<file path="src/sv/grvc_pkg.sv">
// Shared constants, types and control structures of the grid ray vertex clamp.
package grvc_pkg;

	localparam int GRID_SIDE  = 64;
	localparam int GRID_W     = $clog2(GRID_SIDE);
	localparam int FRAC_W     = 14;
	localparam int POS_W      = GRID_W + FRAC_W + 2;
	localparam int STEP_MAX   = 4 * GRID_SIDE;
	localparam int STEP_W     = $clog2(STEP_MAX + 2);
	localparam int ROOT_W     = 24;
	localparam int RAD_W      = 2 * ROOT_W;
	localparam int SREM_W     = ROOT_W + 2;
	localparam int DEN_W      = 24;
	localparam int QUO_W      = 16;
	localparam int SQRT_ITERS = ROOT_W;
	localparam int DIV_ITERS  = QUO_W;
	localparam int CNT_W      = $clog2(SQRT_ITERS);
	localparam int CFG_IDX_W  = 2;

	localparam logic signed [POS_W-1:0] POS_START = POS_W'((GRID_SIDE / 2) * (2 ** FRAC_W));
	localparam logic signed [POS_W-1:0] POS_LIMIT = POS_W'(GRID_SIDE * (2 ** FRAC_W));
	localparam logic signed [POS_W-1:0] POS_NEG   = -POS_W'(2 ** FRAC_W);
	localparam logic signed [15:0]      DIR_ONE   = 16'sd16384;

	localparam logic [15:0] CELL_SIZE_RST = 16'd87;
	localparam logic [15:0] CLAMP_RST     = 16'd2560;

	localparam logic [CFG_IDX_W-1:0] REG_CELL_SIZE = 2'd0;
	localparam logic [CFG_IDX_W-1:0] REG_CLAMP     = 2'd1;

	localparam logic OP_WRITE  = 1'b0;
	localparam logic OP_VERTEX = 1'b1;

	typedef logic [GRID_W-1:0]    idx_t;
	typedef logic [GRID_SIDE-1:0] row_t;

	typedef enum logic [2:0] {
		MUL_NONE,
		MUL_SQX,
		MUL_SQY,
		MUL_DIST,
		MUL_VX,
		MUL_VY
	} mul_sel_t;

	typedef enum logic [2:0] {
		DIV_NONE,
		DIV_DX,
		DIV_DY,
		DIV_SCALE
	} div_sel_t;

	typedef enum logic [4:0] {
		S_IDLE,
		S_WR_RD,
		S_WR_WB,
		S_SQX,
		S_SQY,
		S_LSQ,
		S_ROOT_INIT,
		S_ROOT,
		S_DX_INIT,
		S_DX,
		S_DX_ST,
		S_DY_INIT,
		S_DY,
		S_DY_ST,
		S_M_INIT,
		S_M_ADDR,
		S_M_CHK,
		S_D_MUL,
		S_D_CMP,
		S_AX_MUL,
		S_AX_INIT,
		S_AX,
		S_AX_ST,
		S_AY_MUL,
		S_AY_INIT,
		S_AY,
		S_AY_ST,
		S_DONE
	} state_t;

	typedef struct packed {
		logic     load_in;
		mul_sel_t mul_sel;
		logic     lsq_load;
		logic     lsq_add;
		logic     sqrt_init;
		logic     sqrt_step;
		div_sel_t div_init;
		logic     div_step;
		logic     dx_st;
		logic     dy_st;
		logic     dir_zero;
		logic     march_init;
		logic     march_adv;
		logic     found_set;
		logic     dist_st;
		logic     adjx_st;
		logic     adjy_st;
		logic     adj_copy;
		logic     grid_rd_wr;
		logic     grid_wb;
		logic     grid_rd_march;
		logic     out_load;
	} cmd_t;

	typedef struct packed {
		logic lsq_zero;
		logic march_out;
		logic cell_hit;
		logic dist_lt;
		logic found;
	} stat_t;

endpackage

</file>
<file path="src/sv/grvc_grid.sv">
// Occupancy grid memory, one row per word, with per-row valid bits for reset.
module grvc_grid (
	input  logic                   clk,
	input  logic                   arst_n,
	input  logic                   rd_en,
	input  grvc_pkg::idx_t         rd_row,
	input  logic                   wr_en,
	input  grvc_pkg::idx_t         wr_row,
	input  grvc_pkg::row_t         wr_data,
	output grvc_pkg::row_t         rd_data
);
	import grvc_pkg::*;

	row_t                 mem_q [GRID_SIDE];
	logic [GRID_SIDE-1:0] row_valid_q;
	row_t                 rd_q;
	logic                 rd_valid_q;

	always_ff @(posedge clk) begin
		if (wr_en) begin
			mem_q[wr_row] <= wr_data;
		end
		if (rd_en) begin
			rd_q <= mem_q[rd_row];
		end
	end

	always_ff @(posedge clk or negedge arst_n) begin
		if (!arst_n) begin
			row_valid_q <= '0;
			rd_valid_q  <= 1'b0;
		end else begin
			if (wr_en) begin
				row_valid_q[wr_row] <= 1'b1;
			end
			if (rd_en) begin
				rd_valid_q <= row_valid_q[rd_row];
			end
		end
	end

	// a row never written since reset reads as free
	assign rd_data = rd_valid_q ? rd_q : '0;
endmodule

</file>
<file path="config.mk">
export PLATFORM = sky130hd
export DESIGN_NAME = grvc_grid
export DESIGN_NICKNAME = d
export VERILOG_FILES = /design/src/sv/grvc_pkg.sv /design/src/sv/grvc_grid.sv
export SDC_FILE = /design/constraint.sdc
export NUM_CORES = 2
export LEC_CHECK = 0
export BUFFER_PORTS_ARGS = -buffer_cell sky130_fd_sc_hd__buf_2
export CAP_MARGIN = 30
export CORE_ASPECT_RATIO = 0.9
export CORE_MARGIN = 3
export CORE_UTILIZATION = 35
export DETAILED_ROUTE_END_ITERATION = 7
export PLACE_DENSITY = 0.47
export SYNTH_ARGS = -nofsm -noshare
export SYNTH_HDL_FRONTEND = slang
export SYNTH_SLANG_ARGS = --single-unit
</file>
<file path="constraint.sdc">
create_clock -name clk -period 2.4 [get_ports clk]
set_input_delay 0.48 -clock clk [delete_from_list [all_inputs] [get_ports clk]]
set_output_delay 0.48 -clock clk [all_outputs]
set_load 0.05 [all_outputs]
</file>
# --- Yosys cells after proc, flatten, opt, wreduce, memory -nomap -nowiden ---
# Memory sizes are Yosys's and may differ from the RTL's. A register that Yosys moved wholly into a read port is not among the register bits.
# Cells that the tools add are included.
# W data, S select, Z words.
op_classes:
  n_lt_le_gt_ge: 3
  n_mux: 7
  n_bitwise: 1
  reduce_logical: 1
op_table:
  columns: ["operator", "n"]
  rows:
  - ["$mux W64", 1]
  - ["$or A64 B64 Y64", 1]
  - ["$lt A6 B7 Y1 const B", 2]
  - ["$bmux W1 S6", 1]
  - ["$demux W1 S6", 1]
  - ["$ge A6 B1 Y1 const B", 1]
  - ["$mux W1", 4]
  - ["$logic_and A1 B1 Y1", 1]
totals:
  regBits: 65
  mem_bits_rw: 4096
  in_bits: 80
  out_inout_bits: 64
  wordCells: 15
  memories: 1
memory_table:
  columns: ["name", "words", "word_bits", "read_ports", "rd_ports_with_merged_regs", "wr", "line", "rtl"]
  rows:
  - ["mem_q", 64, 64, 1, 1, 1, "grvc_grid.sv:14", "row_t mem_q [GRID_SIDE];"]

# --- Longest topological paths before layout ---
logic_depth:
  word_depth: 5
  mapped_depth: 9
  mapped_depth_nobuf: 5

# --- Worst setup path after synthesis ---
# No wires, ideal clock.
synth_path:
  path_kind: "in2reg"
  start: "input wr_row[3]"
  end: "register row_valid_q[48]"
  setup_time_ps: 92
  arrival_time_ps: 6016
  required_ps: 2308
  setup_slack_ps: -3708
  path_stages: 5
  n_path_buf: 1
  cell_sequence: "clkbuf_1 nand4b_1 or2_2 nor3_1 or2_2"
synth_between:
  elab_chain_cells: 5
  elab_cells_between_ends: 6
  cone_classes: "order compare (2); mux (2); bitwise (1); reduce/logical (1)"
synth_lines:
  columns: ["element", "line", "rtl"]
  rows:
  - ["start: declaration", "grvc_grid.sv:8", "input grvc_pkg::idx_t wr_row,"]
  - ["$lt A6 B7 Y1 (implied by the code) / $ge A6 B1 Y1 (equally long branches)", "grvc_grid.sv:34", "row_valid_q[wr_row] <= 1'b1;"]
  - ["$logic_and A1 B1 Y1 (implied by the code)", "grvc_grid.sv:34", null]
  - ["$mux W1 (implied by the code)", "grvc_grid.sv:34", null]
  - ["$demux W1 S6 *", "grvc_grid.sv:34", null]
  - ["$or A64 B64 Y64 (no source line) *", null, null]
  - ["end signal: assignment", "grvc_grid.sv:30", "row_valid_q <= '0;"]
  - ["end signal: indexed assignment", "grvc_grid.sv:34", null]
  - ["end: declaration", "grvc_grid.sv:15", "logic [GRID_SIDE-1:0] row_valid_q;"]
# Mark *: on every way between the ends. The rest lies on a longest branch, timed or not.
# A chain may end at the register's enable or synchronous reset.

# --- Worst setup path in the final report ---
layout_path:
  start: "register rd_valid_q"
  end: "output rd_data[8]"
layout_between:
  elab_chain_cells: 1
layout_lines:
  columns: ["element", "line", "rtl"]
  rows:
  - ["start: declaration", "grvc_grid.sv:17", "logic rd_valid_q;"]
  - ["start signal: assignment", "grvc_grid.sv:37", "rd_valid_q <= row_valid_q[rd_row];"]
  - ["$mux W64", "grvc_grid.sv:43", "assign rd_data = rd_valid_q ? rd_q : '0;"]
  - ["end: declaration", "grvc_grid.sv:10", "output grvc_pkg::row_t rd_data"]
# No other way between the ends.

==> flow_metrics.env <==
export IMPL_status="complete, but fails checks"
export IMPL_violations="setup timing"
export IMPL_power_frac_seq_pct=52.6
export IMPL_power_leakage_nw=61.1
export IMPL_areaGrowthSynthToFinish_pct=21.0
export IMPL_fin_crit_ns=2.65
export IMPL_setup_viol=64
export IMPL_worstPathRequired_ns=1.92
export IMPL_crit_fanout=19
export IMPL_nets=7542
export IMPL_finalCritPeriodShare_pct=110
export IMPL_grt_setup_unrepaired="true"
export IMPL_rows=234
export IMPL_grt_pass1_vias=78750
export IMPL_num_vias=76494
export IMPL_ant_nets=0
export IMPL_top_usage_layer="met2"
export IMPL_syn_area_um2=160000
export IMPL_avgViaCountPerCell=5.52
export IMPL_hold_viol_final=0
export IMPL_overflow=0
export IMPL_die_h_um=647
export IMPL_synth_warning_count=0
export IMPL_ir_drop_uv=580
export IMPL_drc=0
export IMPL_drive_gt1_share_pct=39.3
export IMPL_clock_sinks=4225
export IMPL_io_buffers=143
export IMPL_powerDensity_nw_per_um2=809
export IMPL_syn_nets=6390
export IMPL_comb_power_share_pct=5.8
export IMPL_post_route_util_pct=42.7
export IMPL_crit_arrival_ns=2.17
export IMPL_fmax_mhz=378
export IMPL_place_congestion=0.761
export IMPL_clkTransAtPathRegs_ns=0.06
export IMPL_dp_cells=13016
export IMPL_grt_use_met1_pct=30.6
export IMPL_critPathLaunchType="register"
export IMPL_slew_headroom_pct=30.9
export IMPL_layout_setup_ws_ns=-0.245
export IMPL_nFillCells=38338
export IMPL_root_buffer="clkbuf_16"
export IMPL_die_w_um=718
export IMPL_drtPass1Iterations=6
export IMPL_dp_hpwl_um=295000
export IMPL_clockPowerShare_pct=41.6
export IMPL_wirelength_um=501000
export IMPL_grt_usage_pct=21.3
export IMPL_routedWlPerCell_um=36.2
export IMPL_grt_max_degree=65
export IMPL_worst_pin_slew_ns=1.04
export IMPL_core_area_um2=453000
export IMPL_syn_inst=6310
export IMPL_cap_violations=0
export IMPL_swShare_pct=21.7
export IMPL_dieArea_um2=465000
export IMPL_yosysSeqAreaShare_pct=79.2
export IMPL_use_met2_pct=34.9
export IMPL_h_tree_depth=5
export IMPL_avgSynthCellArea_um2=25.3
export IMPL_cts_buffer_depth=4
export IMPL_crit_type="register to primary output"
export IMPL_cp_end_kind="primary output"
export IMPL_fin_worst_skew_ns=0.0496
export IMPL_ys_ff_latch=4225
export IMPL_fin_cells=13853
export IMPL_ios=144
export IMPL_antenna_found_initial=60
export IMPL_yosysUniqueCellTypes=29
export IMPL_worstHoldPathType="input pin to async pin"
export IMPL_cts_buffers=434
export IMPL_cts_tree="yes"
export IMPL_power_switching_mw=34.0
export IMPL_slew_viol_final=0
export IMPL_p_int_mw=122
export IMPL_met3_usage_pct=3.28
export IMPL_start_util_pct=35.3
export IMPL_clock_latency_ns=1.00
export IMPL_rr_worst_depth=4
export IMPL_grt_pass1_wl_um=686000
export IMPL_dr_first_iter_drc_count=9294
==> synth_stat cells <==
library cell / n / area, µm²
nand2_1: 74 / 278
mux2i_1: 20 / 200
buf_2: 111 / 556
buf_4: 1 / 7.51
buf_1: 36 / 135
a41o_1: 1 / 10.0
nand3_1: 10 / 50.1
or3b_2: 1 / 8.76
nand2b_1: 3 / 18.8
nand3b_1: 2 / 15.0
a311oi_1: 2 / 17.5
nor2_1: 68 / 255
edfxtp_1: 4160 / 125000
inv_1: 3 / 11.3
nor2b_1: 7 / 43.8
or2_2: 65 / 407
and2_1: 65 / 407
a22oi_1: 132 / 991
nand4b_1: 1 / 8.76
buf_6: 4 / 45.0
mux4_2: 1289 / 29000
or3_1: 1 / 6.26
nor3_1: 2 / 10.0
a31oi_1: 2 / 12.5
a211oi_1: 1 / 7.51
dfrtp_1: 65 / 1630
clkbuf_1: 182 / 683
a21oi_1: 1 / 5.00
nand4_1: 1 / 6.26
==> cell families (layout without fill, tap and decap cells) <==
group                  Yosys count  after routing  share of synthesized area, %
AOI/OAI and AO/OA              139            139                         0.653
and+or+nand+nor                300            300                         0.948
buffers and inverters          337           1840                         0.900
DFF                           4225           4225                          79.2
other                            0             22                             0
muxes                         1309           1309                          18.3
==> power by group through the flow <==
stage	combinational, mW	clock, mW	sequential, mW
2_1_floorplan	4.70	0	83.6
3_3_place_gp	8.80	0	83.9
3_5_place_dp	8.92	0	83.9
4_1_cts	9.20	66.4	82.3
5_1_grt	9.63	69.4	82.4
6_report	9.08	65.0	82.3
==> per-layer routing <==
layer / vias to the layer above / share of wire, %
li1: 29957 / -
met1: 43243 / 44
met2: 2642 / 48
met3: 626 / 6.0
met4: 26 / 2.2
met5: - / 0.036
==> layout make-up <==
type | instances | area [µm²] | share of cell area, %
inverters | 3 | 11.3 | 0.00583
multi-input cells | 1748 | 32400 | 16.8
clock buffers | 555 | 11500 | 5.95
well taps | 6018 | 7530 | 3.89
clock inverters | 232 | 1930 | 1.00
diodes | 22 | 55.1 | 0.0285
repair buffers | 1050 | 13300 | 6.89
flip-flops and latches | 4225 | 127000 | 65.5
==> registers in the layout, summed over array words and instances, names as in the netlist <==
signal,cells
rd_valid_q,1
rd_q,64
row_valid_q,64
mem_q,4096
==> path summary, 6_finish.rpt <==
kind | slack, ns | start | endpoint
worst max-delay path | -0.25 | rd_valid_q | rd_data[8]
worst min-delay path | 0.09 | arst_n | row_valid_q[5]
worst max register to register | 0.13 | mem_q[58][39] | rd_q[39]
worst min register to register | 0.46 | row_valid_q[28] | row_valid_q[28]
max in group asynchronous | 1.25 | arst_n | row_valid_q[54]
min in group clk | 0.09 | wr_data[36] | mem_q[13][36]
==> layout by cell type, fill, tap and decap left out, drive strengths merged, types with 2 or more instances in the layout <==
cell         Yosys  final
a22oi          132    132
a311oi           2      2
a31oi            2      2
and2            65     65
buf            152   1017
bufinv           0     25
clkbuf         182    561
clkinv           0    179
clkinvlp         0     13
dfrtp           65     65
diode            0     22
dlygate4sd3      0     27
edfxtp        4160   4160
inv              3     18
mux2i           20     20
mux4          1289   1289
nand2           74     74
nand2b           3      3
nand3           10     10
nand3b           2      2
nor2            68     68
nor2b            7      7
nor3             2      2
or2             65     65
==> repair_timing <==
item / 4_1_cts / 5_1_grt
hold buffers: 26 / 1
resized for setup: 139 / 27
pin swaps: 1 / 1
endpoints found under the hold margin: 616 / 64
endpoints found under the setup margin: 67 / 64
setup buffers: 2 / 0
==> metrics by stage <==
step | hold WS (ns) | setup slack [ns] | instance area, µm² | total power [mW] | setup TNS [ns]
2_1_floorplan | 0.184 | -0.730 | 160000 | 88.3 | -1460.92
3_3_place_gp | 0.437 | -1.08 | 179000 | 92.7 | -50.31
3_5_place_dp | 0.448 | -1.07 | 179000 | 92.8 | -64.32
4_1_cts | 0.00450 | -0.355 | 193000 | 158 | -20.88
5_1_grt | 0.0754 | -0.362 | 193000 | 161 | -18.40
6_report | 0.0873 | -0.245 | 193000 | 156 | -11.98
==> critical path: stages (launching register included) <==
cell and delay [ns]:
dfrtp_4 0.49, buf_12 0.16, buf_12 0.18, and2_4 0.16
buf_8 0.14
(Power assumes the default switching activity.)
