===== config.mk =====
export PLATFORM = sky130hd
export DESIGN_NAME = grvc_datapath
export DESIGN_NICKNAME = d
export VERILOG_FILES = /design/src/sv/grvc_pkg.sv /design/src/sv/grvc_datapath.sv
export SDC_FILE = /design/constraint.sdc
export NUM_CORES = 2
export LEC_CHECK = 0
export ABC_AREA = 1
export BUFFER_PORTS_ARGS = -buffer_cell sky130_fd_sc_hd__buf_2
export CAP_MARGIN = 30
export CORE_MARGIN = 1
export CORE_UTILIZATION = 50
export DETAILED_ROUTE_END_ITERATION = 7
export GPL_TIMING_DRIVEN = 0
export PLACE_DENSITY = 0.7
export SKIP_CTS_REPAIR_TIMING = 1
export SLEW_MARGIN = 15
export SYNTH_ARGS = -nofsm -noshare
export SYNTH_HDL_FRONTEND = slang
export SYNTH_SLANG_ARGS = --single-unit

===== constraint.sdc =====
create_clock -name clk -period 6.4 [get_ports clk]
set_input_delay 0.32 -clock clk [delete_from_list [all_inputs] [get_ports clk]]
set_output_delay 0.32 -clock clk [all_outputs]
set_load 0.03 [all_outputs]

===== src/sv/grvc_pkg.sv =====
// Shared constants, types and control structures of the grid ray vertex clamp.
package grvc_pkg;

	localparam int GRID_SIDE  = 64;
	localparam int GRID_W     = $clog2(GRID_SIDE);
	localparam int FRAC_W     = 14;
	localparam int POS_W      = GRID_W + FRAC_W + 2;
	localparam int STEP_MAX   = 4 * GRID_SIDE;
	localparam int STEP_W     = $clog2(STEP_MAX + 2);
	localparam int ROOT_W     = 24;
	localparam int RAD_W      = 2 * ROOT_W;
	localparam int SREM_W     = ROOT_W + 2;
	localparam int DEN_W      = 24;
	localparam int QUO_W      = 16;
	localparam int SQRT_ITERS = ROOT_W;
	localparam int DIV_ITERS  = QUO_W;
	localparam int CNT_W      = $clog2(SQRT_ITERS);
	localparam int CFG_IDX_W  = 2;

	localparam logic signed [POS_W-1:0] POS_START = POS_W'((GRID_SIDE / 2) * (2 ** FRAC_W));
	localparam logic signed [POS_W-1:0] POS_LIMIT = POS_W'(GRID_SIDE * (2 ** FRAC_W));
	localparam logic signed [POS_W-1:0] POS_NEG   = -POS_W'(2 ** FRAC_W);
	localparam logic signed [15:0]      DIR_ONE   = 16'sd16384;

	localparam logic [15:0] CELL_SIZE_RST = 16'd87;
	localparam logic [15:0] CLAMP_RST     = 16'd2560;

	localparam logic [CFG_IDX_W-1:0] REG_CELL_SIZE = 2'd0;
	localparam logic [CFG_IDX_W-1:0] REG_CLAMP     = 2'd1;

	localparam logic OP_WRITE  = 1'b0;
	localparam logic OP_VERTEX = 1'b1;

	typedef logic [GRID_W-1:0]    idx_t;
	typedef logic [GRID_SIDE-1:0] row_t;

	typedef enum logic [2:0] {
		MUL_NONE,
		MUL_SQX,
		MUL_SQY,
		MUL_DIST,
		MUL_VX,
		MUL_VY
	} mul_sel_t;

	typedef enum logic [2:0] {
		DIV_NONE,
		DIV_DX,
		DIV_DY,
		DIV_SCALE
	} div_sel_t;

	typedef enum logic [4:0] {
		S_IDLE,
		S_WR_RD,
		S_WR_WB,
		S_SQX,
		S_SQY,
		S_LSQ,
		S_ROOT_INIT,
		S_ROOT,
		S_DX_INIT,
		S_DX,
		S_DX_ST,
		S_DY_INIT,
		S_DY,
		S_DY_ST,
		S_M_INIT,
		S_M_ADDR,
		S_M_CHK,
		S_D_MUL,
		S_D_CMP,
		S_AX_MUL,
		S_AX_INIT,
		S_AX,
		S_AX_ST,
		S_AY_MUL,
		S_AY_INIT,
		S_AY,
		S_AY_ST,
		S_DONE
	} state_t;

	typedef struct packed {
		logic     load_in;
		mul_sel_t mul_sel;
		logic     lsq_load;
		logic     lsq_add;
		logic     sqrt_init;
		logic     sqrt_step;
		div_sel_t div_init;
		logic     div_step;
		logic     dx_st;
		logic     dy_st;
		logic     dir_zero;
		logic     march_init;
		logic     march_adv;
		logic     found_set;
		logic     dist_st;
		logic     adjx_st;
		logic     adjy_st;
		logic     adj_copy;
		logic     grid_rd_wr;
		logic     grid_wb;
		logic     grid_rd_march;
		logic     out_load;
	} cmd_t;

	typedef struct packed {
		logic lsq_zero;
		logic march_out;
		logic cell_hit;
		logic dist_lt;
		logic found;
	} stat_t;

endpackage


===== src/sv/grvc_datapath.sv =====
// Datapath: registers, multiplier, square root and divider steps, march position.
module grvc_datapath (
	input  logic                          clk,
	input  logic                          arst_n,
	input  grvc_pkg::cmd_t                cmd,
	output grvc_pkg::stat_t               stat,
	input  logic [5:0]                    cell_col,
	input  logic [5:0]                    cell_row,
	input  logic                          cell_occupied,
	input  logic signed [15:0]            vertex_x,
	input  logic signed [15:0]            vertex_y,
	input  logic                          cfg_we,
	input  logic [grvc_pkg::CFG_IDX_W-1:0] cfg_idx,
	input  logic [15:0]                   cfg_data,
	output logic                          grid_rd_en,
	output grvc_pkg::idx_t                grid_rd_row,
	output logic                          grid_wr_en,
	output grvc_pkg::idx_t                grid_wr_row,
	output grvc_pkg::row_t                grid_wr_data,
	input  grvc_pkg::row_t                grid_rd_data,
	output logic signed [15:0]            adjusted_x,
	output logic signed [15:0]            adjusted_y,
	output logic                          obstacle_found,
	output logic [6:0]                    hit_steps
);
	import grvc_pkg::*;

	logic signed [15:0]       vx_q, vy_q;
	logic [5:0]               col_q, row_q;
	logic                     occ_q;
	logic [15:0]              cell_size_q, clamp_q;
	logic [15:0]              mag_x, mag_y;
	logic [15:0]              mul_a, mul_b;
	logic [31:0]              mul_q;
	logic [31:0]              lsq_q;
	logic [RAD_W-1:0]         rad_q;
	logic [ROOT_W-1:0]        root_q;
	logic [SREM_W-1:0]        srem_q;
	logic [SREM_W:0]          rem2, trial;
	logic [DEN_W-1:0]         den_q;
	logic [DEN_W:0]           drem_q, r2;
	logic [QUO_W-1:0]         dq_q;
	logic signed [15:0]       dx_q, dy_q;
	logic signed [POS_W-1:0]  px_q, py_q;
	logic [STEP_W-1:0]        s_q;
	logic                     found_q;
	logic [15:0]              dist_q;
	logic signed [15:0]       adj_x_q, adj_y_q;
	logic signed [15:0]       quo_x, quo_y;
	logic                     x_in, y_in;
	idx_t                     cx, cy;
	logic                     wr_in_grid;
	row_t                     merged;
	logic signed [15:0]       out_x_q, out_y_q;
	logic                     out_found_q;
	logic [6:0]               out_steps_q;
	logic [6:0]               steps_sat;

	always_ff @(posedge clk or negedge arst_n) begin
		if (!arst_n) begin
			cell_size_q <= CELL_SIZE_RST;
			clamp_q     <= CLAMP_RST;
		end else if (cfg_we) begin
			if (cfg_idx == REG_CELL_SIZE) begin
				cell_size_q <= cfg_data;
			end else if (cfg_idx == REG_CLAMP) begin
				clamp_q <= cfg_data;
			end
		end
	end

	assign mag_x = vx_q[15] ? 16'(-vx_q) : 16'(vx_q);
	assign mag_y = vy_q[15] ? 16'(-vy_q) : 16'(vy_q);

	always_comb begin
		mul_a = '0;
		mul_b = '0;
		case (cmd.mul_sel)
			MUL_SQX: begin
				mul_a = mag_x;
				mul_b = mag_x;
			end
			MUL_SQY: begin
				mul_a = mag_y;
				mul_b = mag_y;
			end
			MUL_DIST: begin
				mul_a = 16'(s_q);
				mul_b = cell_size_q;
			end
			MUL_VX: begin
				mul_a = mag_x;
				mul_b = dist_q;
			end
			MUL_VY: begin
				mul_a = mag_y;
				mul_b = dist_q;
			end
			default: begin
				mul_a = '0;
				mul_b = '0;
			end
		endcase
	end

	// one-digit square root step and one-bit restoring division step
	assign rem2  = {srem_q[SREM_W-2:0], rad_q[RAD_W-1:RAD_W-2]};
	assign trial = {1'b0, root_q, 2'b01};
	assign r2    = {drem_q[DEN_W-1:0], dq_q[QUO_W-1]};

	assign quo_x = vx_q[15] ? -$signed(dq_q) : $signed(dq_q);
	assign quo_y = vy_q[15] ? -$signed(dq_q) : $signed(dq_q);

	always_ff @(posedge clk) begin
		if (cmd.load_in) begin
			vx_q  <= vertex_x;
			vy_q  <= vertex_y;
			col_q <= cell_col;
			row_q <= cell_row;
			occ_q <= cell_occupied;
		end
		if (cmd.mul_sel != MUL_NONE) begin
			mul_q <= mul_a * mul_b;
		end
		if (cmd.lsq_load) begin
			lsq_q <= mul_q;
		end else if (cmd.lsq_add) begin
			lsq_q <= lsq_q + mul_q;
		end
		if (cmd.sqrt_init) begin
			rad_q  <= {lsq_q, 16'b0};
			root_q <= '0;
			srem_q <= '0;
		end else if (cmd.sqrt_step) begin
			rad_q <= rad_q << 2;
			if (rem2 >= trial) begin
				srem_q <= SREM_W'(rem2 - trial);
				root_q <= {root_q[ROOT_W-2:0], 1'b1};
			end else begin
				srem_q <= SREM_W'(rem2);
				root_q <= {root_q[ROOT_W-2:0], 1'b0};
			end
		end
		case (cmd.div_init)
			DIV_DX: begin
				den_q  <= root_q;
				drem_q <= (DEN_W + 1)'({mag_x, 6'b0});
				dq_q   <= '0;
			end
			DIV_DY: begin
				den_q  <= root_q;
				drem_q <= (DEN_W + 1)'({mag_y, 6'b0});
				dq_q   <= '0;
			end
			DIV_SCALE: begin
				den_q  <= DEN_W'(clamp_q);
				drem_q <= (DEN_W + 1)'(mul_q[31:16]);
				dq_q   <= mul_q[15:0];
			end
			default: begin
				if (cmd.div_step) begin
					if (r2 >= {1'b0, den_q}) begin
						drem_q <= r2 - {1'b0, den_q};
						dq_q   <= {dq_q[QUO_W-2:0], 1'b1};
					end else begin
						drem_q <= r2;
						dq_q   <= {dq_q[QUO_W-2:0], 1'b0};
					end
				end
			end
		endcase
		if (cmd.dir_zero) begin
			dx_q <= DIR_ONE;
			dy_q <= '0;
		end else begin
			if (cmd.dx_st) begin
				dx_q <= quo_x;
			end
			if (cmd.dy_st) begin
				dy_q <= quo_y;
			end
		end
		if (cmd.march_init) begin
			px_q <= POS_START;
			py_q <= POS_START;
			s_q  <= '0;
		end else if (cmd.march_adv) begin
			px_q <= px_q + POS_W'(dx_q);
			py_q <= py_q + POS_W'(dy_q);
			s_q  <= s_q + 1'b1;
		end
		if (cmd.dist_st) begin
			dist_q <= mul_q[15:0];
		end
		if (cmd.adj_copy) begin
			adj_x_q <= vx_q;
			adj_y_q <= vy_q;
		end else begin
			if (cmd.adjx_st) begin
				adj_x_q <= quo_x;
			end
			if (cmd.adjy_st) begin
				adj_y_q <= quo_y;
			end
		end
		if (cmd.out_load) begin
			out_x_q     <= adj_x_q;
			out_y_q     <= adj_y_q;
			out_found_q <= found_q;
			out_steps_q <= found_q ? steps_sat : '0;
		end
	end

	always_ff @(posedge clk or negedge arst_n) begin
		if (!arst_n) begin
			found_q <= 1'b0;
		end else if (cmd.march_init) begin
			found_q <= 1'b0;
		end else if (cmd.found_set) begin
			found_q <= 1'b1;
		end
	end

	assign steps_sat = (int'(s_q) > 127) ? 7'd127 : 7'(s_q);

	// positions in (-1, 0) cell truncate to index 0
	assign x_in = (px_q > POS_NEG) && (px_q < POS_LIMIT);
	assign y_in = (py_q > POS_NEG) && (py_q < POS_LIMIT);
	assign cx   = px_q[POS_W-1] ? '0 : px_q[FRAC_W+GRID_W-1:FRAC_W];
	assign cy   = py_q[POS_W-1] ? '0 : py_q[FRAC_W+GRID_W-1:FRAC_W];

	assign wr_in_grid = (int'(col_q) < GRID_SIDE) && (int'(row_q) < GRID_SIDE);

	always_comb begin
		merged                = grid_rd_data;
		merged[idx_t'(col_q)] = occ_q;
	end

	assign grid_rd_en   = cmd.grid_rd_march || cmd.grid_rd_wr;
	assign grid_rd_row  = cmd.grid_rd_march ? cy : idx_t'(row_q);
	assign grid_wr_en   = cmd.grid_wb && wr_in_grid;
	assign grid_wr_row  = idx_t'(row_q);
	assign grid_wr_data = merged;

	assign stat.lsq_zero  = (lsq_q == '0);
	assign stat.march_out = !x_in || !y_in || (int'(s_q) > STEP_MAX);
	assign stat.cell_hit  = grid_rd_data[cx];
	assign stat.dist_lt   = (mul_q < 32'(clamp_q));
	assign stat.found     = found_q;

	assign adjusted_x     = out_x_q;
	assign adjusted_y     = out_y_q;
	assign obstacle_found = out_found_q;
	assign hit_steps      = out_steps_q;
endmodule


Word level (Yosys, flattened, before mapping)
Cells that the tools add are included.
{"block": "word_totals", "inputBits": 156, "reg_bits": 460, "elab_cells": 119, "out_inout_bits": 123}
{"block": "op_classes", "mul": 1, "eq_ne": 9, "magnitude_cmp": 12, "reduce_logical": 25, "mux": 34, "add_sub_neg": 9, "bitwise_logic": 1}
{"operator": "16-bit 2-to-1 mux", "count": 9}
{"operator": "48-bit 2-to-1 mux", "count": 2}
{"operator": "24-bit case mux with 3 select lines", "count": 1}
{"operator": "64-bit bitwise mux", "count": 1}
{"operator": "32-bit 2-to-1 mux", "count": 2}
{"operator": "16-bit case mux with 4 select lines", "count": 1}
{"operator": "24-bit 2-to-1 mux", "count": 2}
{"operator": "16-bit negator", "count": 3}
{"operator": "16-bit case mux with 3 select lines", "count": 1}
{"operator": "24-bit case mux with 2 select lines", "count": 1}
{"operator": "22-bit by 16-bit adder with 22-bit output", "count": 2}
{"operator": "22-bit by 15-bit greater-than comparator with 1-bit output (second input constant)", "count": 2}
{"operator": "22-bit < comparator (second input constant)", "count": 2}
{"operator": "32-bit adder", "count": 1}
{"operator": "32-bit zero test", "count": 1}
{"operator": "32-bit by 16-bit < comparator with 1-bit output", "count": 1}
{"operator": "16-bit by 16-bit multiplier with 32-bit output", "count": 1}
{"operator": "16-bit case mux with 2 select lines", "count": 1}
{"operator": "27-bit by 26-bit greater-or-equal comparator with 1-bit output", "count": 1}
{"operator": "25-bit by 24-bit greater-or-equal comparator with 1-bit output", "count": 1}
{"operator": "25-bit 2-to-1 mux", "count": 1}
{"operator": "25-bit subtractor", "count": 1}
{"operator": "24-bit subtractor", "count": 1}
{"operator": "6-bit 2-to-1 mux", "count": 3}
{"operator": "other kinds (24)", "count": 49}

Depth between registers and ports, before layout
{"block": "logic_depth", "ltp_word": 5, "depth_mapped": 36, "ltp_nobuf": 36}

Least setup slack after synthesis
No wires, ideal clock.
{"block": "synth_path", "path_kind": "register to register", "start": "register vy_q[0]", "end": "register mul_q[24], data pin", "synth_period_minus_slack_ns": 6.430, "path_stages_with_launch": 28, "path_buffers": 1, "t_arrival_ns": 6.165, "required_ns": 6.135, "setup_ns": 0.265, "slack_ns": -0.030, "cell_sequence": "edfxtp_1 > inv_1 > ha_1 > nand3_1 > or2_2 > o21ai_1 > xor2_1 > nand2_1 > nand2_2 > buf_2 > nand2_1 > fa_1 > fa_1 > inv_1 > fa_1 > fa_1 > fa_1 > inv_1 > fa_1 > inv_1 > ha_1 > nand2_1 > nor2_1 > inv_1 > nor3_1 > nand2_1 > o211ai_1 > xor2_1"}
{"block": "synth_via", "elab_chain_cells": 4, "elab_cells_between_ends": 5, "classes_between": "add/sub: 1; mul: 1; mux: 3"}
{"item": "from (decl)", "line_no": "grvc_datapath.sv:28", "source": "logic signed [15:0] vx_q, vy_q;"}
{"item": "from (signal assigned)", "line_no": "grvc_datapath.sv:117", "source": "vy_q <= vertex_y;"}
{"item": "16-bit negator", "line_no": "grvc_datapath.sv:73", "source": "assign mag_y = vy_q[15] ? 16'(-vy_q) : 16'(vy_q);"}
{"item": "16-bit 2-to-1 mux (*)", "line_no": "grvc_datapath.sv:73"}
{"item": "16-bit case mux with 4 select lines / 16-bit case mux with 3 select lines (equally long branches)", "line_no": "grvc_datapath.sv:78", "source": "case (cmd.mul_sel)"}
{"item": "16-bit by 16-bit multiplier with 32-bit output (*)", "line_no": "grvc_datapath.sv:123", "source": "mul_q <= mul_a * mul_b;"}
{"item": "to (signal assigned)", "line_no": "grvc_datapath.sv:123"}
{"item": "to (decl)", "line_no": "grvc_datapath.sv:34", "source": "logic [31:0] mul_q;"}
Mark *: on every way between the ends. The rest lies on a longest branch, timed or not.
A chain may end at the register's enable or synchronous reset.

Worst setup path in the final report
{"block": "layout_path", "start": "register vy_q[1]", "end": "register mul_q[29], data pin"}
The elaborated chain is that of the path after synthesis.

==> reports/metrics.yaml <==
cells_and_area:
  final_net_count: 6313
  final_cell_area_mm2: 0.0463
  area.growth.synth_to_final_pct: 19.2
  post_layout_nonfiller_instances: 6790
  drive_gt1_share_pct: 15.1
drt:
  detail_route.first_pass.iterations: 8
  route.vias.total: 38082
  wl_per_cell_um: 20.2
  totalWireLength_um: 137000
  antenna_violating_nets_post_route: 0
  drc_errors: 0
  detail_route.vias_per_cell: 5.61
  drt_first_iter_violations: 3909
synth:
  post_synth.cell_area_avg_um2: 7.41
  synth.ff_latch_count: 460
  post_synth_instance_area_mm2: 0.0388
  async_reset_ff_share_pct: 7.17
  postSynthCellCount: 5238
  postSynth.topFlopCell: "sky130_fd_sc_hd__edfxtp_1"
  synth.net_count: 5839
  synth_edf_count: 293
  yosys-top-cells-count: "1,347 x sky130_fd_sc_hd__nand2_1, 943 x sky130_fd_sc_hd__inv_1, 393 x sky130_fd_sc_hd__nor2_1"
  synthDistinctLibCells: 56
  synth_largest_type_area_fraction_pct: 22.7
  post-synth-top-count-cell: "sky130_fd_sc_hd__nand2_1"
  synth-seq-area-share_pct: 31.7
  synth.top_cells.by_area: "sky130_fd_sc_hd__edfxtp_1 23%, sky130_fd_sc_hd__nand2_1 13%, sky130_fd_sc_hd__fa_1 10%"
  syn_warnings: 0
  netlist.top_cell.by_area: "sky130_fd_sc_hd__edfxtp_1"
setup_path:
  cp.arrival_ns: 7.38
  timing.critical_path.mode_cell: "sky130_fd_sc_hd__fa_1"
  critical_path.reg2reg.startpoint: "vy_q[1]"
  crit_path_top_delay_cell: "sky130_fd_sc_hd__fa_1"
  critical_path.endpoint_type: "flip-flop"
  worstPathRequired_ns: 6.76
  startpoint: "vy_q[1]"
  setup.worst_path.start_class: "flip-flop"
  critical_path.max_stage_delay_ns: 0.59
  crit_path_max_fanout: 5
  timing_worst_setup_path_type: "flip-flop to flip-flop"
run_status:
  outcome: "complete, but fails checks"
  failing_checks: "negative setup slack"
floorplan:
  boundaryPins: 279
  die-area_mm2: 0.0788
  initial_utilization_pct: 50.9
  fp.coreArea_mm2: 0.0763
  fp.dieW_um: 281
  die-height_um: 281
  fp-row-count: 101
worst_hold_path:
  worstHoldPathType: "input pin to flip-flop"
  worst_hold_startpoint: "cmd[8]"
placement:
  routabilityCongestion: 0.991
  placed_cell_area_mm2: 0.0416
  placedCellCount: 6547
  preCtsSetupSlack_ns: -1.39
  dp_hpwl_um: 107000
  numPortBuffers: 273
clock_tree:
  cts_root_buf: "sky130_fd_sc_hd__clkbuf_16"
  worstSkewPairLatency_ns: 0.63
  clock_buffers_created_by_tritoncts: 51
  clkSinkCount: 460
  clockBufferDepth: 3
  tritoncts_clock_tree: "built"
  h_tree_levels: 2
  clk_pin_slew_ns: 0.06
sta:
  timing.clock.skew_ns: 0.0389
  maxSlewHeadroom_pct: 30.0
  timing.fmax_mhz: 142
  period_share_pct: 110
  final_critical_path_setup_slack_ns: -0.619
  timing.final.max_slew_violations: 0
  totalNegativeSetupSlack_ns: -6.98
  setup-violations-final: 20
  grt_setup_unrepaired: "true"
  hold-worst-slack_ns: 0.0256
  worst_slew_pin_slew_ns: 1.05
  final_hold_viol_count: 0
  min_cycle_time_layout_ns: 7.02
global_route:
  largest_net_degree_at_the_start_of_global_routing: 46
  total_routing_usage_reported_by_global_routing_pct: 33.5
  congestion_overflow_gr: 0
  first_global_vias: 35002
  antenna_found_initial: 8
  global_route_wire_length_before_repair_um: 202000
pwr:
  power_per_standard_cell_area_mw_per_mm2: 381
  cellLeakagePower_nw: 23.0
  irDropWorstVdd_uv: 373
job:
  max_cap_viol_count: 0
## flip-flops by register name (all words and copies together) (netlist names), 16 cells and up
register,cells
adj_x_q,16
vx_q,16
adjusted_x,16
clamp_q,16
srem_q,25
dist_q,16
vy_q,16
px_q,22
lsq_q,32
rad_q,32
cell_size_q,16
mul_q,32
dx_q,16
adjusted_y,16
dy_q,16
adj_y_q,16
root_q,24
den_q,24
drem_q,24
py_q,22
dq_q,16
## cells by family after synthesis
logic type | Yosys count | synth area share [%]
compound gates | 840 | 12.3
xor+xnor | 92 | 2.08
fa+ha+maj | 445 | 18.2
buf+inv | 1124 | 11.2
simple gates | 2277 | 24.5
flops | 460 | 31.7
## cells in the final DEF, fill, tap and decap left out, types with 49 or more instances in the layout
cell type	n
sky130_fd_sc_hd__a21oi_1	266
sky130_fd_sc_hd__a31oi_1	64
sky130_fd_sc_hd__buf_2	295
sky130_fd_sc_hd__buf_4	90
sky130_fd_sc_hd__clkbuf_1	112
sky130_fd_sc_hd__clkbuf_16	56
sky130_fd_sc_hd__dfxtp_1	134
sky130_fd_sc_hd__edfxtp_1	293
sky130_fd_sc_hd__fa_1	182
sky130_fd_sc_hd__ha_1	222
sky130_fd_sc_hd__inv_1	888
sky130_fd_sc_hd__inv_2	62
sky130_fd_sc_hd__nand2_1	1295
sky130_fd_sc_hd__nand3_1	277
sky130_fd_sc_hd__nand4_1	78
sky130_fd_sc_hd__nor2_1	362
sky130_fd_sc_hd__nor3_1	53
sky130_fd_sc_hd__o211ai_1	55
sky130_fd_sc_hd__o21ai_0	270
sky130_fd_sc_hd__xor2_1	49
## final timing paths
kind / end / depth (start not counted) / slack, ns
setup / recovery: mul_q[29] / 29 / -0.62
min in group asynchronous: clamp_q[6] / 2 / 0.39
setup reg to reg: mul_q[29] / 29 / -0.62
hold reg to reg: adjusted_y[13] / 0 / 0.42
max in group asynchronous: cell_size_q[5] / 2 / 5.50
hold / removal: found_q / 3 / 0.03
## stage by stage
| step | util (%) | power [mW] |
|---|---|---|
| after detailed placement | 54.5 | 13.3 |
| final | 60.6 | 17.7 |
| after floorplan | - | 10.6 |
| after global placement | 54.3 | 13.2 |
| after global routing | 60.6 | 18.9 |
| after CTS | 56.7 | 16.4 |
## power by group
group / leakage, nW / switching (mW) / total [mW] / internal (mW)
registers: 4.51 / 0.665 / 4.65 / 3.99
logic: 17.6 / 6.45 / 9.96 / 3.51
clock network: 0.843 / 1.30 / 3.04 / 1.74
total: 23.0 / 8.41 / 17.7 / 9.24
## final cells by class
| cell class | count | area [µm²] |
|---|---|---|
| antenna | 5 | 12.5 |
| buffer | 165 | 893 |
| clock buffer | 65 | 1400 |
| clock inverter | 31 | 315 |
| fill | 7014 | 30000 |
| inverter | 959 | 3610 |
| multi-input combinational | 3654 | 23700 |
| sequential | 460 | 12300 |
| tap | 1030 | 1290 |
| timing repair buffer | 421 | 2780 |
## per-layer routing
layer	wire length, µm	GRT usage, %	up-vias
li1	-	-	17905
met1	56700	46.2	18034
met2	61700	52.7	1777
met3	12400	4.71	358
met4	6500	14.2	8
met5	52	0	-
## worst max-delay path: cells and delay by family, from the launching register on
kind | cells | cell delay, ns
AND/OR/NAND/NOR | 10 | 1.04
adder cells (fa/ha/maj) | 8 | 3.39
flip-flops | 1 | 0.51
AO/OA/AOI/OAI | 4 | 0.75
buffers and inverters | 6 | 0.76
XOR/XNOR | 1 | 0.27
Note: power is estimated with default switching activity, not from simulation.
