$ cat src/sv/grvc_pkg.sv
// Shared constants, types and control structures of the grid ray vertex clamp.
package grvc_pkg;

	localparam int GRID_SIDE  = 64;
	localparam int GRID_W     = $clog2(GRID_SIDE);
	localparam int FRAC_W     = 14;
	localparam int POS_W      = GRID_W + FRAC_W + 2;
	localparam int STEP_MAX   = 4 * GRID_SIDE;
	localparam int STEP_W     = $clog2(STEP_MAX + 2);
	localparam int ROOT_W     = 24;
	localparam int RAD_W      = 2 * ROOT_W;
	localparam int SREM_W     = ROOT_W + 2;
	localparam int DEN_W      = 24;
	localparam int QUO_W      = 16;
	localparam int SQRT_ITERS = ROOT_W;
	localparam int DIV_ITERS  = QUO_W;
	localparam int CNT_W      = $clog2(SQRT_ITERS);
	localparam int CFG_IDX_W  = 2;

	localparam logic signed [POS_W-1:0] POS_START = POS_W'((GRID_SIDE / 2) * (2 ** FRAC_W));
	localparam logic signed [POS_W-1:0] POS_LIMIT = POS_W'(GRID_SIDE * (2 ** FRAC_W));
	localparam logic signed [POS_W-1:0] POS_NEG   = -POS_W'(2 ** FRAC_W);
	localparam logic signed [15:0]      DIR_ONE   = 16'sd16384;

	localparam logic [15:0] CELL_SIZE_RST = 16'd87;
	localparam logic [15:0] CLAMP_RST     = 16'd2560;

	localparam logic [CFG_IDX_W-1:0] REG_CELL_SIZE = 2'd0;
	localparam logic [CFG_IDX_W-1:0] REG_CLAMP     = 2'd1;

	localparam logic OP_WRITE  = 1'b0;
	localparam logic OP_VERTEX = 1'b1;

	typedef logic [GRID_W-1:0]    idx_t;
	typedef logic [GRID_SIDE-1:0] row_t;

	typedef enum logic [2:0] {
		MUL_NONE,
		MUL_SQX,
		MUL_SQY,
		MUL_DIST,
		MUL_VX,
		MUL_VY
	} mul_sel_t;

	typedef enum logic [2:0] {
		DIV_NONE,
		DIV_DX,
		DIV_DY,
		DIV_SCALE
	} div_sel_t;

	typedef enum logic [4:0] {
		S_IDLE,
		S_WR_RD,
		S_WR_WB,
		S_SQX,
		S_SQY,
		S_LSQ,
		S_ROOT_INIT,
		S_ROOT,
		S_DX_INIT,
		S_DX,
		S_DX_ST,
		S_DY_INIT,
		S_DY,
		S_DY_ST,
		S_M_INIT,
		S_M_ADDR,
		S_M_CHK,
		S_D_MUL,
		S_D_CMP,
		S_AX_MUL,
		S_AX_INIT,
		S_AX,
		S_AX_ST,
		S_AY_MUL,
		S_AY_INIT,
		S_AY,
		S_AY_ST,
		S_DONE
	} state_t;

	typedef struct packed {
		logic     load_in;
		mul_sel_t mul_sel;
		logic     lsq_load;
		logic     lsq_add;
		logic     sqrt_init;
		logic     sqrt_step;
		div_sel_t div_init;
		logic     div_step;
		logic     dx_st;
		logic     dy_st;
		logic     dir_zero;
		logic     march_init;
		logic     march_adv;
		logic     found_set;
		logic     dist_st;
		logic     adjx_st;
		logic     adjy_st;
		logic     adj_copy;
		logic     grid_rd_wr;
		logic     grid_wb;
		logic     grid_rd_march;
		logic     out_load;
	} cmd_t;

	typedef struct packed {
		logic lsq_zero;
		logic march_out;
		logic cell_hit;
		logic dist_lt;
		logic found;
	} stat_t;

endpackage

$ cat src/sv/grvc_ctrl.sv
// Controller: sequences each request through the datapath and owns both handshakes.
module grvc_ctrl (
	input  logic            clk,
	input  logic            arst_n,
	input  logic            in_valid,
	input  logic            in_opcode,
	output logic            in_ready,
	output logic            out_valid,
	input  logic            out_ready,
	input  grvc_pkg::stat_t stat,
	output grvc_pkg::cmd_t  cmd
);
	import grvc_pkg::*;

	state_t           state_q, state_d;
	logic [CNT_W-1:0] cnt_q;
	logic             out_valid_q;
	logic             out_free;
	logic             last;

	assign out_free = !out_valid_q || out_ready;
	assign last     = (cnt_q == '0);

	always_ff @(posedge clk or negedge arst_n) begin
		if (!arst_n) begin
			state_q     <= S_IDLE;
			cnt_q       <= '0;
			out_valid_q <= 1'b0;
		end else begin
			state_q <= state_d;
			case (state_q)
				S_ROOT_INIT: cnt_q <= CNT_W'(SQRT_ITERS - 1);
				S_DX_INIT, S_DY_INIT, S_AX_INIT, S_AY_INIT: cnt_q <= CNT_W'(DIV_ITERS - 1);
				default: cnt_q <= cnt_q - 1'b1;
			endcase
			if (cmd.out_load) begin
				out_valid_q <= 1'b1;
			end else if (out_ready) begin
				out_valid_q <= 1'b0;
			end
		end
	end

	always_comb begin
		state_d = state_q;
		case (state_q)
			S_IDLE: begin
				if (in_valid) begin
					state_d = (in_opcode == OP_WRITE) ? S_WR_RD : S_SQX;
				end
			end
			S_WR_RD:     state_d = S_WR_WB;
			S_WR_WB:     state_d = S_IDLE;
			S_SQX:       state_d = S_SQY;
			S_SQY:       state_d = S_LSQ;
			S_LSQ:       state_d = S_ROOT_INIT;
			S_ROOT_INIT: state_d = stat.lsq_zero ? S_M_INIT : S_ROOT;
			S_ROOT:      state_d = last ? S_DX_INIT : S_ROOT;
			S_DX_INIT:   state_d = S_DX;
			S_DX:        state_d = last ? S_DX_ST : S_DX;
			S_DX_ST:     state_d = S_DY_INIT;
			S_DY_INIT:   state_d = S_DY;
			S_DY:        state_d = last ? S_DY_ST : S_DY;
			S_DY_ST:     state_d = S_M_INIT;
			S_M_INIT:    state_d = S_M_ADDR;
			S_M_ADDR:    state_d = stat.march_out ? S_D_MUL : S_M_CHK;
			S_M_CHK:     state_d = stat.cell_hit ? S_D_MUL : S_M_ADDR;
			S_D_MUL:     state_d = S_D_CMP;
			S_D_CMP:     state_d = (stat.found && stat.dist_lt) ? S_AX_MUL : S_DONE;
			S_AX_MUL:    state_d = S_AX_INIT;
			S_AX_INIT:   state_d = S_AX;
			S_AX:        state_d = last ? S_AX_ST : S_AX;
			S_AX_ST:     state_d = S_AY_MUL;
			S_AY_MUL:    state_d = S_AY_INIT;
			S_AY_INIT:   state_d = S_AY;
			S_AY:        state_d = last ? S_AY_ST : S_AY;
			S_AY_ST:     state_d = S_DONE;
			S_DONE:      state_d = out_free ? S_IDLE : S_DONE;
			default:     state_d = S_IDLE;
		endcase
	end

	always_comb begin
		cmd = '0;
		case (state_q)
			S_IDLE:      cmd.load_in = in_valid;
			S_WR_RD:     cmd.grid_rd_wr = 1'b1;
			S_WR_WB:     cmd.grid_wb = 1'b1;
			S_SQX:       cmd.mul_sel = MUL_SQX;
			S_SQY: begin
				cmd.mul_sel  = MUL_SQY;
				cmd.lsq_load = 1'b1;
			end
			S_LSQ:       cmd.lsq_add = 1'b1;
			S_ROOT_INIT: begin
				cmd.dir_zero  = stat.lsq_zero;
				cmd.sqrt_init = !stat.lsq_zero;
			end
			S_ROOT:      cmd.sqrt_step = 1'b1;
			S_DX_INIT:   cmd.div_init = DIV_DX;
			S_DX:        cmd.div_step = 1'b1;
			S_DX_ST:     cmd.dx_st = 1'b1;
			S_DY_INIT:   cmd.div_init = DIV_DY;
			S_DY:        cmd.div_step = 1'b1;
			S_DY_ST:     cmd.dy_st = 1'b1;
			S_M_INIT:    cmd.march_init = 1'b1;
			S_M_ADDR:    cmd.grid_rd_march = !stat.march_out;
			S_M_CHK: begin
				cmd.found_set = stat.cell_hit;
				cmd.march_adv = !stat.cell_hit;
			end
			S_D_MUL:     cmd.mul_sel = MUL_DIST;
			S_D_CMP: begin
				cmd.dist_st  = stat.found && stat.dist_lt;
				cmd.adj_copy = !(stat.found && stat.dist_lt);
			end
			S_AX_MUL:    cmd.mul_sel = MUL_VX;
			S_AX_INIT:   cmd.div_init = DIV_SCALE;
			S_AX:        cmd.div_step = 1'b1;
			S_AX_ST:     cmd.adjx_st = 1'b1;
			S_AY_MUL:    cmd.mul_sel = MUL_VY;
			S_AY_INIT:   cmd.div_init = DIV_SCALE;
			S_AY:        cmd.div_step = 1'b1;
			S_AY_ST:     cmd.adjy_st = 1'b1;
			S_DONE:      cmd.out_load = out_free;
			default:     cmd = '0;
		endcase
	end

	assign in_ready  = (state_q == S_IDLE);
	assign out_valid = out_valid_q;
endmodule

$ cat config.mk
export PLATFORM = sky130hd
export DESIGN_NAME = grvc_ctrl
export DESIGN_NICKNAME = d
export VERILOG_FILES = /design/src/sv/grvc_pkg.sv /design/src/sv/grvc_ctrl.sv
export SDC_FILE = /design/constraint.sdc
export NUM_CORES = 1
export LEC_CHECK = 0
export BUFFER_PORTS_ARGS = -buffer_cell sky130_fd_sc_hd__buf_4
export CORE_MARGIN = 8
export CORE_UTILIZATION = 30
export CTS_CLUSTER_DIAMETER = 40
export DETAILED_ROUTE_END_ITERATION = 16
export SLEW_MARGIN = 5
export SYNTH_ARGS = -nofsm -noshare
export SYNTH_HDL_FRONTEND = slang
export SYNTH_SLANG_ARGS = --single-unit
$ cat constraint.sdc
create_clock -name clk -period 2.5 [get_ports clk]
set_clock_uncertainty 0.05 [all_clocks]
set_input_delay 0.25 -clock clk [delete_from_list [all_inputs] [get_ports clk]]
set_output_delay 0.25 -clock clk [all_outputs]
set_load 0.01 [all_outputs]
-- Word-level counts from Yosys, hierarchy flattened
Cells that the tools add are included.
- bits in registers: 11
- word-level logic and storage cells: 82
- output and inout port bits: 28
- input port bits: 10
- equal/unequal tests: 28
- $add $sub $neg: 1
- multiplexer cells: 37
- reductions and logical operators: 13
- operators by type and width (cell ; count):
    one-hot mux 5 bit (27 select lines) ; 1
    equality test 5 bit (second input constant) ; 12
    equality test 5 x 4 -> 1 bit (second input constant) ; 8
    2-to-1 mux 1 bit ; 22
    equality test 5 x 3 -> 1 bit (second input constant) ; 4
    2-to-1 mux 5 bit ; 3
    one-hot mux 3 bit (5 select lines) ; 1
    2-to-1 mux 4 bit ; 3
    equality test 5 x 2 -> 1 bit (second input constant) ; 2
    zero test 5 bit ; 2
    2-to-1 mux 2 bit ; 5
    one-hot mux 5 bit (2 select lines) ; 1
    OR reduction 4 bit ; 2
    one-hot mux 2 bit (3 select lines) ; 1
    equality test 5 x 1 -> 1 bit (second input constant) ; 1
    zero test 1 bit ; 5
    subtractor 5 x 1 -> 5 bit (second input constant) ; 1
    != test 2 bit (second input constant) ; 1
    nonzero test 2 bit ; 1
    OR reduction 2 bit ; 1
    logical AND 1 bit ; 1
    logical OR 1 bit ; 1

-- Longest topological paths before layout
Gate-level depths: netlist of run 1.
- depth after elaboration: 4
- mapped depth: 7
- depth with buffers taken out: 7

-- Worst setup path before layout of run 1
No wires, ideal clock.
- kind: register to output
- start point: register state_q[3]
- end point: output port cmd[14] (netlist bit)
- cell stages (with the launch flop): 6
- path buffers: 3
- path slack: 0.724 ns
- data arrival time: 1.476 ns
- required time: 2.200 ns
- cell sequence: dfrtp_1 buf_2 clkbuf_1 buf_1 nand2_1 a211oi_1
- RTL lines (element ; line ; text):
    from (decl) ; grvc_ctrl.sv:15 ; state_t state_q, state_d;
    from (signal assigned) ; grvc_ctrl.sv:30 ; state_q <= state_d;
    to (decl) ; grvc_ctrl.sv:11 ; output grvc_pkg::cmd_t cmd

==> summary.txt, run 1 <==
Status - finished clean
Gpl congestion - 0.878
Share of layout cells above drive strength 1 - 27.1%
Mean Syn Cell Area - 7.06 sq um
# rows - 23
HPWL after DPL - 2830 um
Htree depth - 1
Hold EP - state_q[3]
Cell Pwr Density - 1230 nW/um^2
RSZ-0062 raised after global routing - no
WL per Instance - 14.6 um
Routed WL - 3650 um
First-pass GRT wire length - 6330 um
Endpoint type of the worst setup path - output pin
Hold depth - 3
Antenna diodes - 0
Most Crowded Layer GR - met2
Main combinational cell family by area after synthesis - simple AND/OR/NAND/NOR gates
Syn Nets - 180
Netlist cell types - 48
Max-Slew Margin vs Limit - 62.0%
Placeable Area - 3910 sq um
Max-slew violation count - 0
Crit Path Category - reg2out
Adder-cell area share of the yosys netlist - 2.11%
Worst path required time - 2200 ps
Top FF cell, synth - dfrtp_1
Post-CTS Resized - 0
Clock network power share - 9.9%
CTS tree - done
Vias in the first global route - 1317
Switching share of power - 50.8%
Clk root buf - clkbuf_8
Initial antenna violation count - 0
Post-synthesis compound-gate area fraction - 22.9%
Width of the die - 78.9 um
Max Freq - 450 MHz
Worst-Margin Slew - 568 ps
Hold_ws - 213 ps
Vias - 1295
IO Pins - 38
Critical Path AT - 1920 ps
Synth warn - 0
Synth area leader - dfrtp_1
Top post-synthesis cells by area - dfrtp_1 23%, nand2_1 7.9%, nor2_1 7.6%
Port-buffer cells - 36
DRT antenna net count - 0
FF+latch count, synth - 11
CTS buffer count - 3
Post-synth EDFFs - 0
P_leak - 0.675 nW
Worst-path clk slew - 50 ps
# clock sinks - 11
Fin crit share - 88.9%
R2R Setup Slk - 570 ps
Drt drc - 0
Max-cap violations - 0
Met2 usage - 18.1%
Fin. Hold Viols - 0
Final #Nets - 212
Die Area - 6220 sq um
Worst VDD drop - 0.000518 V
RR Startpoint - cnt_q[0]
Register area share after synthesis - 23.2%
Vias per cell - 5.20
Die span in y - 78.9 um
Ys async rst share - 100%
Critical Path Fanout Max - 17
Fill cells - 436
Setup TNS - 0 ps
Clock Path Buffers - 2
Startpoint class of the critical path - flip-flop
Largest net degree at the start of global routing - 18
Combinational share of power - 65.7%
Int Pwr - 936 uW
Commonest non-fill, non-tap cell in the layout - buf_4
HP Class - in2reg
GRT Resource Usage Total - 12.4%
Final setup vio count - 0
Worst r2r path cells - 7
Commonest non-fill, non-tap cells in the layout - 41 x buf_4, 25 x nand2_1, 24 x nor2_1, 11 x dfrtp_1
Min-delay src - stat[4]
Pre-Repair DR Iteration Count - 4
Post-Synth XOR/XNOR Area - 3.69%
Met1 Use GR - 16.2%
Multiplexer area fraction after synthesis - 1.79%
Final period demand of the worst path - 2220 ps
Initial Utilization - 30.3%
Initial DRC Count - 146
Sw Pwr - 968 uW
Seq pwr share - 24.4%
Post-CTS setup buffer count - 0
Met3 Usage GRT - 4.29%
Clock Latency Late Sink - 250 ps
Syn Std Cell Area - 1190 sq um
Cells after synthesis - 168
Area delta synth->final - 30.2%
Post-synth top area share - 23.2%
Worst reg2reg endpoint - state_q[1]
Simple-gate portion of the synthesized area - 38.6%
Grt ovf - 0
## synthesized netlist by cell type, types with 3 or more instances
cell type and count:
nor3_1 8, nor2_1 24, clkbuf_1 7, dfrtp_1 11, a211oi_1 3, nand2b_1 5
o21ai_1 6, xnor2_1 3, and2_1 5, inv_1 3, nor2b_1 5, nor3b_1 4
nand3_1 4, nand2_1 25, buf_2 4, a21oi_1 8
## state kept, by name, summed over array words and instances (netlist names)
signal and flops:
cnt_q 5, state_q 5, out_valid 1
## routing by layer
metal	vias to the layer above	part of all wire, %
met4	0	1.8
met2	61	42
met1	574	46
li1	652	-
met5	-	0
met3	8	11
## worst max-delay path, cell delays in order, from the launching register on
cell and delay (ps):
dfrtp_1 500, buf_4 250, nor2_1 210, nand2_1 180
nor2_1 250, and2_1 170, buf_4 120
## how the worst max path moves through the flow
stage,from,end,slack (ps),cells past startpoint
floorplan,state_q[3],cmd[14],720,5
global route,state_q[3],cmd[11],150,6
finish,state_q[3],cmd[11],280,6
detailed placement,cnt_q[0],state_q[1],570,7
CTS,state_q[3],cmd[11],300,6
global placement,state_q[3],cmd[11],560,6
## cell type report
| type | instances | area, sq um | area share (%) |
|---|---|---|---|
| Tap cell | 50 | 62.6 | 4.05 |
| Inverter | 5 | 18.8 | 1.22 |
| Clock inverter | 1 | 5.00 | 0.324 |
| Multi-Input combinational cell | 137 | 823 | 53.3 |
| Clock buffer | 3 | 41.3 | 2.67 |
| Timing Repair Buffer | 42 | 318 | 20.6 |
| Sequential cell | 11 | 275 | 17.8 |
## timing repair
| action | in CTS | in global routing |
|---|---|---|
| endpoints found under the setup margin | 0 | 0 |
| hold buffers | 1 | 0 |
| hold endpoints to repair | 11 | 0 |
## stage by stage
stage | setup WS (ps) | instances | power (mW) | area [sq um] | util, %
3_5_place_dp | 568 | 244 | 1.72 | 1490 | 38.0
3_3_place_gp | 558 | 244 | 1.73 | 1490 | 38.0
2_1_floorplan | 724 | 168 | 1.34 | 1190 | -
5_1_grt | 148 | 249 | 2.10 | 1540 | 39.5
6_report | 278 | 249 | 1.90 | 1540 | 39.5
4_1_cts | 297 | 249 | 1.92 | 1540 | 39.5
## power groups by stage
stage / Clock, mW / Combinational, mW / Sequential, mW
final: 0.189 / 1.25 / 0.465
after global placement: 0 / 1.26 / 0.467
after CTS: 0.197 / 1.26 / 0.459
after detailed placement: 0 / 1.25 / 0.464
after global routing: 0.203 / 1.41 / 0.487
after floorplan: 0 / 1.01 / 0.330
## logic make-up after synthesis
group | count (synthesis)
and+or+nand+nor | 90
AOI/OAI and AO/OA | 37
buffers and inverters | 20
DFF | 11
xor gates and xnor gates | 5
adders and majority gates | 2
muxes | 2
other | 1
No activity file was read; power rests on OpenSTA's default activity.
==> run 2, diff against run 1 <==
--- a/config.mk
+++ b/config.mk
@@ -5,6 +5,7 @@
 export SDC_FILE = /design/constraint.sdc
 export NUM_CORES = 1
 export LEC_CHECK = 0
+export ABC_AREA = 1
 export BUFFER_PORTS_ARGS = -buffer_cell sky130_fd_sc_hd__buf_4
 export CORE_MARGIN = 8
 export CORE_UTILIZATION = 30
==> run 2 against run 1 <==
- cell area is 8.7% lower
- register-to-register slack better by 380 ps
- fmax is 14% higher
- flip-flop and latch count stayed put
- die area is 8.8% lower
- global-route usage is 0.32 points lower
- wire length is 9.2% lower
==> summary.txt, run 2 <==
Status - finished clean
Worst VDD drop - 0.000444 V (-14%)
Post-CTS setup buffer count - 0 (unchanged)
Cell Pwr Density - 1030 nW/um^2 (-17%)
Clk root buf - clkbuf_4
Initial antenna violation count - 0 (unchanged)
Synth area leader - dfrtp_1
Top post-synthesis cells by count - 43 x nand2_1, 37 x nor2_1, 33 x inv_1
Routed WL - 3310 um (-9.2%)
Syn Nets - 194 (+7.8%)
Max-cap violations - 0 (unchanged)
HPWL after DPL - 2760 um (-2.4%)
Cells after synthesis - 182 (+8.3%)
# clock sinks - 11 (unchanged)
Cell with the most instances after synthesis - nand2_1
Placeable Area - 3360 sq um (-14%)
Grt ovf - 0 (unchanged)
Initial DRC Count - 85 (-42%)
Die Area - 5670 sq um (-8.8%)
Post-Route Utilization - 41.9% (+2.5 points)
Port-buffer cells - 36 (unchanged)
Syn Std Cell Area - 1060 sq um (-11%)
Commonest non-fill, non-tap cells in the layout - 43 x nand2_1, 37 x nor2_1, 37 x buf_4, 33 x inv_1, 17 x nand3_1
Endpoint type of the worst setup path - output pin
First-pass GRT wire length - 5270 um (-17%)
Clock Latency Late Sink - 270 ps (+20 ps)
Fin crit share - 77.9% (-11 points)
Share of layout cells above drive strength 1 - 22.6% (-4.5 points)
Width of the die - 75.3 um (-4.5%)
Initial Utilization - 31.4% (+1.1 points)
Max-slew violation count - 0 (unchanged)
Ys async rst share - 100% (unchanged)
Register area share after synthesis - 26.1% (+2.9 points)
Largest net degree at the start of global routing - 17 (-1)
Critical Path AT - 1650 ps (-270 ps)
Top post-synthesis cells by area - dfrtp_1 26%, nand2_1 15%, nor2_1 13%
Final setup vio count - 0 (unchanged)
Startpoint class of the critical path - flip-flop
Htree depth - 1 (unchanged)
Worst-path clk slew - 70 ps (+20 ps)
RSZ-0062 raised after global routing - no
CTS tree - done
Critical Path Fanout Max - 5 (-12)
P_leak - 0.889 nW (+32%)
Drt drc - 0 (unchanged)
Vias per cell - 4.61 (-11%)
Fill cells - 405 (-7.1%)
Top FF cell, synth - dfrtp_1
Synth warn - 0 (unchanged)
Setup TNS - 0 ps (unchanged)
WL per Instance - 12.4 um (-15%)
HP Class - in2reg
DRT antenna net count - 0 (unchanged)
GRT Resource Usage Total - 12.1% (-0.32 points)
Vias in the first global route - 1157 (-12%)
Max Freq - 513 MHz (+14%)
Die span in y - 75.3 um (-4.5%)
Post-synth EDFFs - 0 (unchanged)
Mean Syn Cell Area - 5.80 sq um (-18%)
Vias - 1232 (-4.9%)
Worst path required time - 2200 ps (about the same)
Area delta synth->final - 33.5%
Crit Path Category - reg2out
FF+latch count, synth - 11 (unchanged)
# rows - 21 (-8.7%)
CTS buffer count - 3 (unchanged)
Pre-Repair DR Iteration Count - 4 (unchanged)
Final #Nets - 234 (+10%)
Clock Path Buffers - 2 (unchanged)
Commonest non-fill, non-tap cell in the layout - nand2_1
Final period demand of the worst path - 1950 ps (-274 ps)
Netlist cell types - 24 (-50%)
Antenna diodes - 0 (unchanged)
Fin. Hold Viols - 0 (unchanged)
Gpl congestion - 0.927 (+5.7%)
Post-synth top area share - 26.1% (+2.9 points)
IO Pins - 38 (unchanged)
-- run 2: changes by cell type after synthesis, sizes merged, moves of 5 or more --
cell | before | now
nor2b | 5 | 0
clkbuf | 8 | 0
a21oi | 8 | 2
nor2 | 24 | 40
nand2 | 25 | 45
nand2b | 5 | 0
nand4 | 0 | 5
nand3 | 4 | 18
and2 | 5 | 0
inv | 5 | 36
-- run 2: worst max-delay path: stages, from the launching register on --
cell and delay, ps:
dfrtp_1 410, inv_1 140, nand2_1 150, nor2_1 250, nand2_1 110, nor3_1 160
buf_4 150
-- run 2: per-stage QoR --
| step | hold WS (ps) | setup WS (ps) | power [mW] | instances | cell area (sq um) |
|---|---|---|---|---|---|
| floorplan | -95.6 | 967 | 1.00 | 182 | 1060 |
| global placement | 46.8 | 881 | 1.33 | 262 | 1370 |
| detailed placement | 47.4 | 871 | 1.33 | 262 | 1370 |
| CTS | 183 | 565 | 1.46 | 267 | 1410 |
| global route | 184 | 402 | 1.60 | 267 | 1410 |
| finish | 182 | 552 | 1.45 | 267 | 1410 |
-- run 2: cells by family after synthesis --
kind of cell,share of synthesized area (%)
adders and majority gates,2.37
buffers and inverters,14.5
and+or+nand+nor,48.8
DFF,26.1
AOI/OAI and AO/OA,6.28
xor gates and xnor gates,1.66
other,0.355
-- run 2: final cells by class --
cell class	count	area (sq um)	area share (%)
Multi-Input combinational cell	132	628	44.5
Timing Repair Buffer	38	288	20.4
Sequential cell	11	275	19.5
Inverter	36	135	9.58
Tap cell	46	57.6	4.08
Clock buffer	4	26.3	1.86
-- run 2: what timing repair did --
item / CTS / global route
hold buffers: 1 / 0
resized for setup: 0 / 0
endpoints found under the hold margin: 11 / 0
-- run 2: where the power goes --
group	internal, mW	switching (mW)
Combinational	0.354	0.625
Sequential	0.265	0.0808
Clock	0.0619	0.0624
-- run 2: final timing paths --
| path | startpoint | to | slack [ps] | cells after the start |
|---|---|---|---|---|
| setup / recovery | state_q[0] | cmd[7] | 550 | 6 |
| hold / removal | in_valid | state_q[1] | 180 | 3 |
| setup reg to reg | state_q[0] | state_q[1] | 950 | 9 |
| hold reg to reg | cnt_q[0] | cnt_q[0] | 430 | 1 |
| max in group asynchronous | arst_n | state_q[0] | 1920 | 2 |
| min in group asynchronous | arst_n | cnt_q[2] | 310 | 2 |
-- run 2: metal layers --
metal | part of all wire [%] | track usage, % | vias up
met4 | 1.0 | 3.62 | 0
met3 | 7.1 | 3.29 | 4
met5 | 0 | 0 | -
li1 | - | - | 641
met2 | 48 | 20.0 | 37
met1 | 43 | 14.9 | 550
